## config.mk

```make
export PLATFORM = sky130hd
export DESIGN_NAME = frame_rms_volume_top_flat
export DESIGN_NICKNAME = d
export VERILOG_FILES = /design/src/rtl/frv_pkg.sv /design/src/rtl/frv_in_if.sv /design/src/rtl/frv_out_if.sv /design/src/rtl/frv_cfg_if.sv /design/src/rtl/frv_ctrl.sv /design/src/rtl/frv_dp.sv /design/src/rtl/frame_rms_volume_top.sv /design/src/flat_wrapper.sv
export VERILOG_INCLUDE_DIRS = /design/src /design/src/rtl
export SDC_FILE = /design/constraint.sdc
export NUM_CORES = 1
export LEC_CHECK = 0
export BUFFER_PORTS_ARGS = -buffer_cell sky130_fd_sc_hd__buf_4
export CAP_MARGIN = 5
export CORE_AREA = 2 2 273 275
export DETAILED_ROUTE_END_ITERATION = 7
export DIE_AREA = 0 0 275 277
export GPL_ROUTABILITY_DRIVEN = 1
export REMOVE_ABC_BUFFERS = 1
export SYNTH_ARGS = -nofsm -noshare
export SYNTH_HDL_FRONTEND = slang
export SYNTH_SLANG_ARGS = --single-unit
```

## constraint.sdc

```tcl
create_clock -name clk -period 5.68 [get_ports clk]
set_input_delay 0.284 -clock clk [delete_from_list [all_inputs] [get_ports clk]]
set_output_delay 0.284 -clock clk [all_outputs]
set_load 0.02 [all_outputs]
```

## src/rtl/frame_rms_volume_top_assert.svh

```systemverilog
// assertion helpers, clk and rst_n must be visible where they are used
`ifndef FRAME_RMS_VOLUME_TOP_ASSERT_SVH
`define FRAME_RMS_VOLUME_TOP_ASSERT_SVH

// same-cycle implication
`define FRV_ASSERT_NOW(label, ante, cons, msg) \
    label: assert property (@(posedge clk) disable iff (!rst_n) (ante) |-> (cons)) \
        else $error(msg);

// next-cycle implication
`define FRV_ASSERT_NEXT(label, ante, cons, msg) \
    label: assert property (@(posedge clk) disable iff (!rst_n) (ante) |=> (cons)) \
        else $error(msg);

`endif

```

## src/rtl/frv_pkg.sv

```systemverilog
package frv_pkg;

    localparam int SAMPLE_W   = 16;
    localparam int HOP_W      = 13;
    localparam int VOL_W      = 16;
    localparam int MAG_W      = 16;
    localparam int SQ_W       = 2 * MAG_W;
    localparam int SUM_W      = 43;
    localparam int DQ_W       = SUM_W + 1;
    localparam int ROOT_W     = DQ_W / 2;
    localparam int SREM_W     = ROOT_W + 3;
    localparam int DIV_STEPS  = DQ_W;
    localparam int SQRT_STEPS = DQ_W / 2;
    localparam int STEP_W     = $clog2(DIV_STEPS);
    localparam int MAX_HOP    = 4096;
    localparam int HOP_RESET  = 512;
    localparam int FULL_SCALE = 32768;

    typedef enum logic [2:0] {
        ST_IDLE,
        ST_SQUARE,
        ST_ACCUM,
        ST_EMIT_FIRST,
        ST_DIV,
        ST_SQRT,
        ST_EMIT_FRAME
    } frv_state_t;

    typedef struct packed {
        logic load;
        logic square;
        logic accum;
        logic div_step;
        logic sqrt_step;
        logic sel_first;
    } frv_cmd_t;

    typedef struct packed {
        logic first;
        logic close_now;
        logic close;
        logic div_last;
        logic sqrt_last;
    } frv_stat_t;

endpackage

```

## src/rtl/frv_in_if.sv

```systemverilog
interface frv_in_if;
    import frv_pkg::*;

    logic                       valid;
    logic                       ready;
    logic signed [SAMPLE_W-1:0] sample;
    logic                       clip_end;

    modport source (output valid, output sample, output clip_end, input ready);
    modport sink (input valid, input sample, input clip_end, output ready);
endinterface

```

## src/rtl/frv_out_if.sv

```systemverilog
interface frv_out_if;
    import frv_pkg::*;

    logic             valid;
    logic             ready;
    logic [VOL_W-1:0] volume;
    logic             run_last;

    modport source (output valid, output volume, output run_last, input ready);
    modport sink (input valid, input volume, input run_last, output ready);
endinterface

```

## src/rtl/frv_cfg_if.sv

```systemverilog
interface frv_cfg_if;
    import frv_pkg::*;

    logic             valid;
    logic             ready;
    logic [HOP_W-1:0] hop_size;

    modport source (output valid, output hop_size, input ready);
    modport sink (input valid, input hop_size, output ready);
endinterface

```

## src/rtl/frv_ctrl.sv

```systemverilog
module frv_ctrl
    import frv_pkg::*;
(
    input  logic      clk,
    input  logic      rst_n,
    input  logic      in_valid,
    output logic      in_ready,
    output logic      out_valid,
    input  logic      out_ready,
    output logic      run_last,
    output frv_cmd_t  cmd,
    input  frv_stat_t stat
);

    frv_state_t state_reg;
    frv_state_t state_next;

    always_ff @(posedge clk or negedge rst_n)
    begin
        if (!rst_n)
        begin
            state_reg <= ST_IDLE;
        end
        else
        begin
            state_reg <= state_next;
        end
    end

    always_comb
    begin
        state_next = state_reg;
        cmd        = '0;
        in_ready   = 1'b0;
        out_valid  = 1'b0;
        run_last   = 1'b0;
        unique case (state_reg)
            ST_IDLE:
            begin
                in_ready = 1'b1;
                if (in_valid)
                begin
                    cmd.load   = 1'b1;
                    state_next = ST_SQUARE;
                end
            end
            ST_SQUARE:
            begin
                cmd.square = 1'b1;
                state_next = ST_ACCUM;
            end
            ST_ACCUM:
            begin
                cmd.accum = 1'b1;
                priority if (stat.first)
                begin
                    state_next = ST_EMIT_FIRST;
                end
                else if (stat.close_now)
                begin
                    state_next = ST_DIV;
                end
                else
                begin
                    state_next = ST_IDLE;
                end
            end
            ST_EMIT_FIRST:
            begin
                out_valid     = 1'b1;
                cmd.sel_first = 1'b1;
                run_last      = !stat.close;
                if (out_ready)
                begin
                    state_next = stat.close ? ST_DIV : ST_IDLE;
                end
            end
            ST_DIV:
            begin
                cmd.div_step = 1'b1;
                if (stat.div_last)
                begin
                    state_next = ST_SQRT;
                end
            end
            ST_SQRT:
            begin
                cmd.sqrt_step = 1'b1;
                if (stat.sqrt_last)
                begin
                    state_next = ST_EMIT_FRAME;
                end
            end
            ST_EMIT_FRAME:
            begin
                out_valid = 1'b1;
                run_last  = 1'b1;
                if (out_ready)
                begin
                    state_next = ST_IDLE;
                end
            end
            default:
            begin
                state_next = ST_IDLE;
            end
        endcase
    end

    `include "frame_rms_volume_top_assert.svh"

    `FRV_ASSERT_NOW(a_one_side, in_ready, !out_valid, "input and output open together")
    `FRV_ASSERT_NEXT(a_busy_after_accept, in_valid && in_ready, !in_ready && !out_valid,
        "block not busy after item accepted")
    `FRV_ASSERT_NEXT(a_idle_after_last, out_valid && out_ready && run_last, in_ready,
        "block not idle after last result")
    `FRV_ASSERT_NEXT(a_div_to_sqrt, state_reg == ST_DIV && stat.div_last,
        state_reg == ST_SQRT, "root did not follow divide")

endmodule

```

## src/rtl/frv_dp.sv

```systemverilog
module frv_dp
    import frv_pkg::*;
(
    input  logic                       clk,
    input  logic                       rst_n,
    input  logic signed [SAMPLE_W-1:0] sample,
    input  logic                       clip_end,
    input  logic                       cfg_valid,
    input  logic [HOP_W-1:0]           cfg_hop,
    output logic [VOL_W-1:0]           volume,
    input  frv_cmd_t                   cmd,
    output frv_stat_t                  stat
);

    // control state
    logic [HOP_W-1:0]  hop_reg, hop_next;
    logic [SUM_W-1:0]  sum_reg, sum_next;
    logic [HOP_W-1:0]  count_reg, count_next;
    logic              pending_reg, pending_next;
    logic              first_reg, first_next;
    logic              last_reg, last_next;
    logic              close_reg, close_next;
    logic [STEP_W-1:0] step_reg, step_next;

    // payload
    logic [MAG_W-1:0]  mag_reg, mag_next;
    logic [SQ_W-1:0]   sq_reg, sq_next;
    logic [HOP_W-1:0]  div_reg, div_next;
    logic [DQ_W-1:0]   dq_reg, dq_next;
    logic [HOP_W-1:0]  rem_reg, rem_next;
    logic [SREM_W-1:0] srem_reg, srem_next;
    logic [ROOT_W-1:0] root_reg, root_next;

    logic [SAMPLE_W:0] sample_ext;
    logic [SAMPLE_W:0] mag_full;
    logic [HOP_W-1:0]  hop_eff;
    logic [SUM_W-1:0]  acc;
    logic [HOP_W-1:0]  count_inc;
    logic              close_now;
    logic [HOP_W:0]    div_shift;
    logic              div_bit;
    logic [SREM_W-1:0] sq_shift;
    logic [SREM_W-1:0] sq_trial;
    logic              sq_bit;
    logic              div_last;
    logic              sqrt_last;

    always_comb
    begin
        sample_ext = {sample[SAMPLE_W-1], sample};
        mag_full   = sample[SAMPLE_W-1] ? (~sample_ext + 1'b1) : sample_ext;

        priority if (hop_reg == '0)
        begin
            hop_eff = HOP_W'(1);
        end
        else if (hop_reg > HOP_W'(MAX_HOP))
        begin
            hop_eff = HOP_W'(MAX_HOP);
        end
        else
        begin
            hop_eff = hop_reg;
        end

        acc       = sum_reg + SUM_W'(sq_reg);
        count_inc = count_reg + 1'b1;
        close_now = count_inc >= hop_eff;

        // restoring divide, one quotient bit per step
        div_shift = {rem_reg, dq_reg[DQ_W-1]};
        div_bit   = div_shift >= {1'b0, div_reg};

        // digit-by-digit root, two radicand bits per step
        sq_shift  = {srem_reg[SREM_W-3:0], dq_reg[DQ_W-1 -: 2]};
        sq_trial  = {1'b0, root_reg, 2'b01};
        sq_bit    = sq_shift >= sq_trial;

        div_last  = step_reg == STEP_W'(DIV_STEPS - 1);
        sqrt_last = step_reg == STEP_W'(SQRT_STEPS - 1);

        hop_next     = cfg_valid ? cfg_hop : hop_reg;
        sum_next     = sum_reg;
        count_next   = count_reg;
        pending_next = pending_reg;
        first_next   = first_reg;
        last_next    = last_reg;
        close_next   = close_reg;
        step_next    = step_reg;
        mag_next     = mag_reg;
        sq_next      = sq_reg;
        div_next     = div_reg;
        dq_next      = dq_reg;
        rem_next     = rem_reg;
        srem_next    = srem_reg;
        root_next    = root_reg;

        if (cmd.load)
        begin
            mag_next     = mag_full[MAG_W-1:0];
            last_next    = clip_end;
            first_next   = pending_reg;
            pending_next = 1'b0;
        end

        if (cmd.square)
        begin
            sq_next = mag_reg * mag_reg;
        end

        if (cmd.accum)
        begin
            close_next = close_now;
            if (close_now)
            begin
                sum_next   = '0;
                count_next = '0;
                dq_next    = {1'b0, acc};
                div_next   = hop_eff;
                rem_next   = '0;
                step_next  = '0;
            end
            else
            begin
                sum_next   = acc;
                count_next = count_inc;
            end
            if (last_reg)
            begin
                sum_next     = '0;
                count_next   = '0;
                pending_next = 1'b1;
            end
        end

        if (cmd.div_step)
        begin
            rem_next = div_bit ? HOP_W'(div_shift - {1'b0, div_reg}) : div_shift[HOP_W-1:0];
            dq_next  = {dq_reg[DQ_W-2:0], div_bit};
            if (div_last)
            begin
                step_next = '0;
                srem_next = '0;
                root_next = '0;
            end
            else
            begin
                step_next = step_reg + 1'b1;
            end
        end

        if (cmd.sqrt_step)
        begin
            srem_next = sq_bit ? (sq_shift - sq_trial) : sq_shift;
            root_next = {root_reg[ROOT_W-2:0], sq_bit};
            dq_next   = {dq_reg[DQ_W-3:0], 2'b00};
            step_next = sqrt_last ? '0 : step_reg + 1'b1;
        end
    end

    always_ff @(posedge clk or negedge rst_n)
    begin
        if (!rst_n)
        begin
            hop_reg     <= HOP_W'(HOP_RESET);
            sum_reg     <= '0;
            count_reg   <= '0;
            pending_reg <= 1'b1;
            first_reg   <= 1'b0;
            last_reg    <= 1'b0;
            close_reg   <= 1'b0;
            step_reg    <= '0;
        end
        else
        begin
            hop_reg     <= hop_next;
            sum_reg     <= sum_next;
            count_reg   <= count_next;
            pending_reg <= pending_next;
            first_reg   <= first_next;
            last_reg    <= last_next;
            close_reg   <= close_next;
            step_reg    <= step_next;
        end
    end

    always_ff @(posedge clk)
    begin
        mag_reg  <= mag_next;
        sq_reg   <= sq_next;
        div_reg  <= div_next;
        dq_reg   <= dq_next;
        rem_reg  <= rem_next;
        srem_reg <= srem_next;
        root_reg <= root_next;
    end

    always_comb
    begin
        if (cmd.sel_first)
        begin
            volume = mag_reg;
        end
        else if (root_reg > ROOT_W'(FULL_SCALE))
        begin
            volume = VOL_W'(FULL_SCALE);
        end
        else
        begin
            volume = root_reg[VOL_W-1:0];
        end
    end

    assign stat.first     = first_reg;
    assign stat.close_now = close_now;
    assign stat.close     = close_reg;
    assign stat.div_last  = div_last;
    assign stat.sqrt_last = sqrt_last;

endmodule

```

## src/rtl/frame_rms_volume_top.sv

```systemverilog
// order: frame zero leaves once its item is squared and accumulated; a closed frame
// leaves after the item that closes it runs a 44-step divider, then a 22-step root
// flow: one item at a time; the next item waits until the last is squared and
// accumulated, its results taken and any iterative divide and root run is done
// reset: rst_n clears the open frame, sets hop_size to 512, block idle at once
module frame_rms_volume_top
    import frv_pkg::*;
(
    input logic        clk,
    input logic        rst_n,
    frv_in_if.sink     pcm,
    frv_out_if.source  vol,
    frv_cfg_if.sink    cfg
);

    frv_cmd_t  cmd;
    frv_stat_t stat;
    logic      in_ready;
    logic      out_valid;
    logic      run_last;

    frv_ctrl u_ctrl (
        .clk       (clk),
        .rst_n     (rst_n),
        .in_valid  (pcm.valid),
        .in_ready  (in_ready),
        .out_valid (out_valid),
        .out_ready (vol.ready),
        .run_last  (run_last),
        .cmd       (cmd),
        .stat      (stat)
    );

    frv_dp u_dp (
        .clk       (clk),
        .rst_n     (rst_n),
        .sample    (pcm.sample),
        .clip_end  (pcm.clip_end),
        .cfg_valid (cfg.valid),
        .cfg_hop   (cfg.hop_size),
        .volume    (vol.volume),
        .cmd       (cmd),
        .stat      (stat)
    );

    assign pcm.ready    = in_ready;
    assign vol.valid    = out_valid;
    assign vol.run_last = run_last;
    assign cfg.ready    = 1'b1;

endmodule
```

## src/flat_wrapper.sv

```systemverilog
// flat-port wrapper written by rule: the top's interface ports become plain ports
module frame_rms_volume_top_flat import frv_pkg::*;
  (clk, rst_n, pcm_valid, pcm_sample, pcm_clip_end, pcm_ready, vol_valid, vol_volume, vol_run_last, vol_ready, cfg_valid, cfg_hop_size, cfg_ready);
  frv_in_if pcm_i ();
  frv_out_if vol_i ();
  frv_cfg_if cfg_i ();
  input logic clk;
  input logic rst_n;
  input wire logic [$bits(pcm_i.valid)-1:0] pcm_valid;
  input wire logic [$bits(pcm_i.sample)-1:0] pcm_sample;
  input wire logic [$bits(pcm_i.clip_end)-1:0] pcm_clip_end;
  output wire logic [$bits(pcm_i.ready)-1:0] pcm_ready;
  output wire logic [$bits(vol_i.valid)-1:0] vol_valid;
  output wire logic [$bits(vol_i.volume)-1:0] vol_volume;
  output wire logic [$bits(vol_i.run_last)-1:0] vol_run_last;
  input wire logic [$bits(vol_i.ready)-1:0] vol_ready;
  input wire logic [$bits(cfg_i.valid)-1:0] cfg_valid;
  input wire logic [$bits(cfg_i.hop_size)-1:0] cfg_hop_size;
  output wire logic [$bits(cfg_i.ready)-1:0] cfg_ready;
  assign pcm_i.valid = pcm_valid;
  assign pcm_i.sample = pcm_sample;
  assign pcm_i.clip_end = pcm_clip_end;
  assign pcm_ready = pcm_i.ready;
  assign vol_valid = vol_i.valid;
  assign vol_volume = vol_i.volume;
  assign vol_run_last = vol_i.run_last;
  assign vol_i.ready = vol_ready;
  assign cfg_i.valid = cfg_valid;
  assign cfg_i.hop_size = cfg_hop_size;
  assign cfg_ready = cfg_i.ready;
  frame_rms_volume_top u_core (.clk(clk), .rst_n(rst_n), .pcm(pcm_i), .vol(vol_i), .cfg(cfg_i));
endmodule
```

==> reports/qor_table.md <==
| Item | Reported | Unit |
| --- | --- | --- |
| H-tree depth reported by CTS | 1 | - |
| Average cell area after synthesis | 9.78 | um2 |
| Total buffers and inverters traversed by the critical path | 6 | - |
| First-pass DRT Iterations | 7 | - |
| Critical path endpoint category | register | - |
| Fin crit share | 105 | % |
| Starting DRC count in detailed routing | 878 | - |
| Startpoint kind of the worst setup timing path | register | - |
| Top-level port count | 55 | - |
| Number of buffers created by CTS | 27 | - |
| Avg WL per Cell | 14.6 | um |
| Flip-flop count of the largest register after layout | 44 | - |
| Worst setup skew after layout | 0.0138 | ns |
| Die area | 0.0762 | mm2 |
| Relative slew margins | 19.8 | % |
| Min-Delay Path Class | in2reg | - |
| Maximum number of pins on one net before global-route repair | 76 | - |
| Share of post-route cells with drive strength above 1 | 16.1 | % |
| Start-to-end type of the worst setup path | reg2reg | - |
| Total of buffers placed on input and output ports | 53 | - |
| Worst Path Required | 6.00 | ns |
| Min Tclk post-route | 5.98 | ns |
| Sequential-to-total area share from yosys stat | 31.7 | % |
| HPWL after detailed placement | 37600 | um |
| Fmax | 0.167 | GHz |
| Fill count | 7468 | - |
| Synthesis-to-layout area growth | 18.6 | % |
| Pin slew with the least headroom to its limit | 1.19 | ns |
| Setup-failing EPs final | 9 | - |
| Number of hold violations in the final report | 0 | - |
| Final nets | 2796 | - |
| Aggregate global routing overflow | 0 | - |
| Most common flop cell mapped by yosys | edfxtp_1 | - |
| Global router's overall resource usage | 13.1 | % |
| Highest net fanout along the worst path | 7 | - |
| DIE WIDTH | 275 | um |
| Number of slew-limit violations in the final report | 0 | - |
| Row count | 100 | - |
| Status | complete, but fails checks | - |
| Post-synthesis cell area | 0.0217 | mm2 |
| Buffers from clock root to sink, at most | 3 | - |
| CP arrival | 6.30 | ns |
| Commonest non-fill, non-tap cell in the layout | inv_1 | - |
| Most frequent cells in the layout | inv_1 (315), buf_4 (201), nand2_1 (183), ha_1 (177), fa_1 (164) | - |
| Count of synthesis-stage warnings from yosys | 0 | - |
| Unrepaired setup endpoints after global routing | true | - |
| Initial antenna violation count | 0 | - |
| Largest stage delay on the critical path | 0.57 | ns |
| Die height | 277 | um |
| Residual DRC count | 0 | - |
| Max_cap viols | 0 | - |
| Number of flops mapped to enable cells by yosys | 160 | - |
| Most numerous cell on the critical path | fa_1 | - |
| Post-synth ARST share | 33.6 | % |
| Detailed-route via count | 16000 | - |
| Antenna-violating nets left | 0 | - |
| Post-synthesis instance total | 2223 | - |
| Clock tree sinks | 244 | - |
| Number of global-route vias before repair | 16300 | - |
| Violations in the final reports | setup timing | - |
| Number of distinct standard cells referenced by the synthesized netlist | 77 | - |
| Post-synthesis sequential element count | 244 | - |
| Slowest cell on the critical path | edfxtp_1 | - |
| Number of vias per cell | 4.70 | - |
| Latest clock arrival within the worst-skew pair | 0.57 | ns |
| Initial cell density of the core | 29.6 | % |
| Kind of cell adding the most delay to the critical path | adder cells | - |
| First-pass GRT wire length | 82300 | um |
| Critical path, cell by cell | nand2_2 > inv_2 > fa_1 > inv_2 > fa_1 > inv_1 > fa_1 > fa_1 > fa_1 > inv_1 > fa_1 > inv_1 > ha_1 > buf_4 > and3_4 > and3_1 > nand3_2 > and4_4 > nor2_2 > nor3b_4 > o41a_1 > xor2_1 | - |
| Routability congestion estimate | 0.828 | - |
| Clock tree from TritonCTS | yes | - |
| Total routed wirelength | 49700 | um |
| Post-route setup slack | -0.300 | ns |
| Clock-pin slew reported for the worst setup and hold paths after clock tree synthesis | 0.07 | ns |
| Ant. Diodes | 0 | - |
| Placeable Area | 0.0736 | mm2 |
| Final worst hold slack | 0.0348 | ns |
| Buffer cell driving the clock tree root | clkbuf_16 | - |
-- worst paths after layout --
path | startpoint | to | slack [ns] | cells past startpoint
max in group asynchronous | rst_n | u_core.u_ctrl.state_reg[0] | 4.30 | 3
setup / recovery | u_core.u_dp.mag_reg[4] | u_core.u_dp.sq_reg[28] | -0.30 | 22
hold reg to reg | u_core.u_dp.sum_reg[29] | u_core.u_dp.sum_reg[29] | 0.50 | 2
hold / removal | pcm_sample[11] | u_core.u_dp.mag_reg[11] | 0.03 | 2
min in group asynchronous | rst_n | u_core.u_dp.hop_reg[12] | 0.14 | 2
setup reg to reg | u_core.u_dp.mag_reg[4] | u_core.u_dp.sq_reg[28] | -0.30 | 22
-- final cells by class --
class                           count  area [um2]  area share (%)
Inverter                          328        1230            4.78
Clock inverter                     15         141           0.548
Clock buffer                       35         736            2.85
Timing Repair Buffer              239        1930            7.49
Tap cell                          969        1210            4.70
Multi-Input combinational cell   1570       13600            52.9
Sequential cell                   244        6900            26.8
-- repair_timing --
action                                  in CTS  in global routing
pin swaps                                   47                 49
hold endpoints to repair                    34                  0
cloned                                       1                  0
endpoints found under the setup margin      16                 19
hold buffers                                21                  0
buffers inserted                            15                  8
gates resized for setup                     65                 46
-- cells in the mapped netlist, types with 5 or more instances --
cell type | n | area share (%)
ha_1 | 186 | 11
xor2_1 | 47 | 1.9
o21bai_1 | 14 | 0.48
o21a_1 | 16 | 0.55
o31ai_1 | 12 | 0.41
o21ai_2 | 6 | 0.24
buf_1 | 5 | 0.086
nor4_1 | 10 | 0.29
xnor2_1 | 83 | 3.3
dfrtp_1 | 80 | 9.2
a211oi_1 | 23 | 0.79
fa_1 | 165 | 15
a31oi_1 | 14 | 0.40
mux2i_1 | 63 | 2.9
and3_1 | 16 | 0.46
edfxtp_1 | 160 | 22
buf_2 | 6 | 0.14
a21oi_1 | 115 | 2.6
a21o_1 | 47 | 1.6
nand2_1 | 195 | 3.4
nor2b_1 | 34 | 0.98
clkbuf_1 | 60 | 1.0
o21ai_0 | 91 | 2.1
buf_4 | 6 | 0.21
nor2_1 | 124 | 2.1
nand4_1 | 18 | 0.52
nand2b_1 | 20 | 0.58
nand3_1 | 32 | 0.74
o211ai_1 | 7 | 0.24
or3_1 | 12 | 0.35
and2_1 | 51 | 1.5
nor3_1 | 22 | 0.51
o21ai_1 | 10 | 0.23
a22o_1 | 56 | 2.3
inv_1 | 328 | 5.7
mux2_2 | 18 | 0.93
-- cell families (layout without fill, tap and decap cells) --
| kind of cell | after synthesis | count (layout) | synth area share (%) |
|---|---|---|---|
| DFF | 244 | 244 | 31.7 |
| buffers and inverters | 409 | 617 | 7.35 |
| and+or+nand+nor | 555 | 555 | 12.2 |
| xor gates and xnor gates | 130 | 130 | 5.24 |
| AOI/OAI and AO/OA | 452 | 452 | 13.8 |
| muxes | 81 | 81 | 3.83 |
| adders and majority gates | 351 | 351 | 25.9 |
| other | 1 | 1 | 0.0172 |
-- through the flow --
| stage | cells | cell area [um2] | setup WS, ns | utilization (%) | setup TNS, ns |
|---|---|---|---|---|---|
| floorplan | 2142 | 21400 | -0.561 | - | -2.76 |
| global placement | 3309 | 24100 | -0.575 | 32.8 | -4.31 |
| detailed placement | 3309 | 24100 | -0.631 | 32.8 | -5.58 |
| CTS | 3395 | 25600 | -0.325 | 34.8 | -2.03 |
| global route | 3400 | 25800 | -0.460 | 35.0 | -3.91 |
| finish | 3400 | 25800 | -0.300 | 35.0 | -1.76 |
-- layer usage --
layer / vias up / GRT usage [%] / routed length [um]
li1: 7952 / - / -
met1: 7743 / 18.7 / 24900
met2: 220 / 20.8 / 22200
met3: 58 / 1.95 / 1560
met4: 0 / 2.91 / 1020
met5: - / 0 / 0
Power is left out: the tool's default activity adds up to more than one toggle a clock period on the data nets, which glitch-free logic cannot reach.
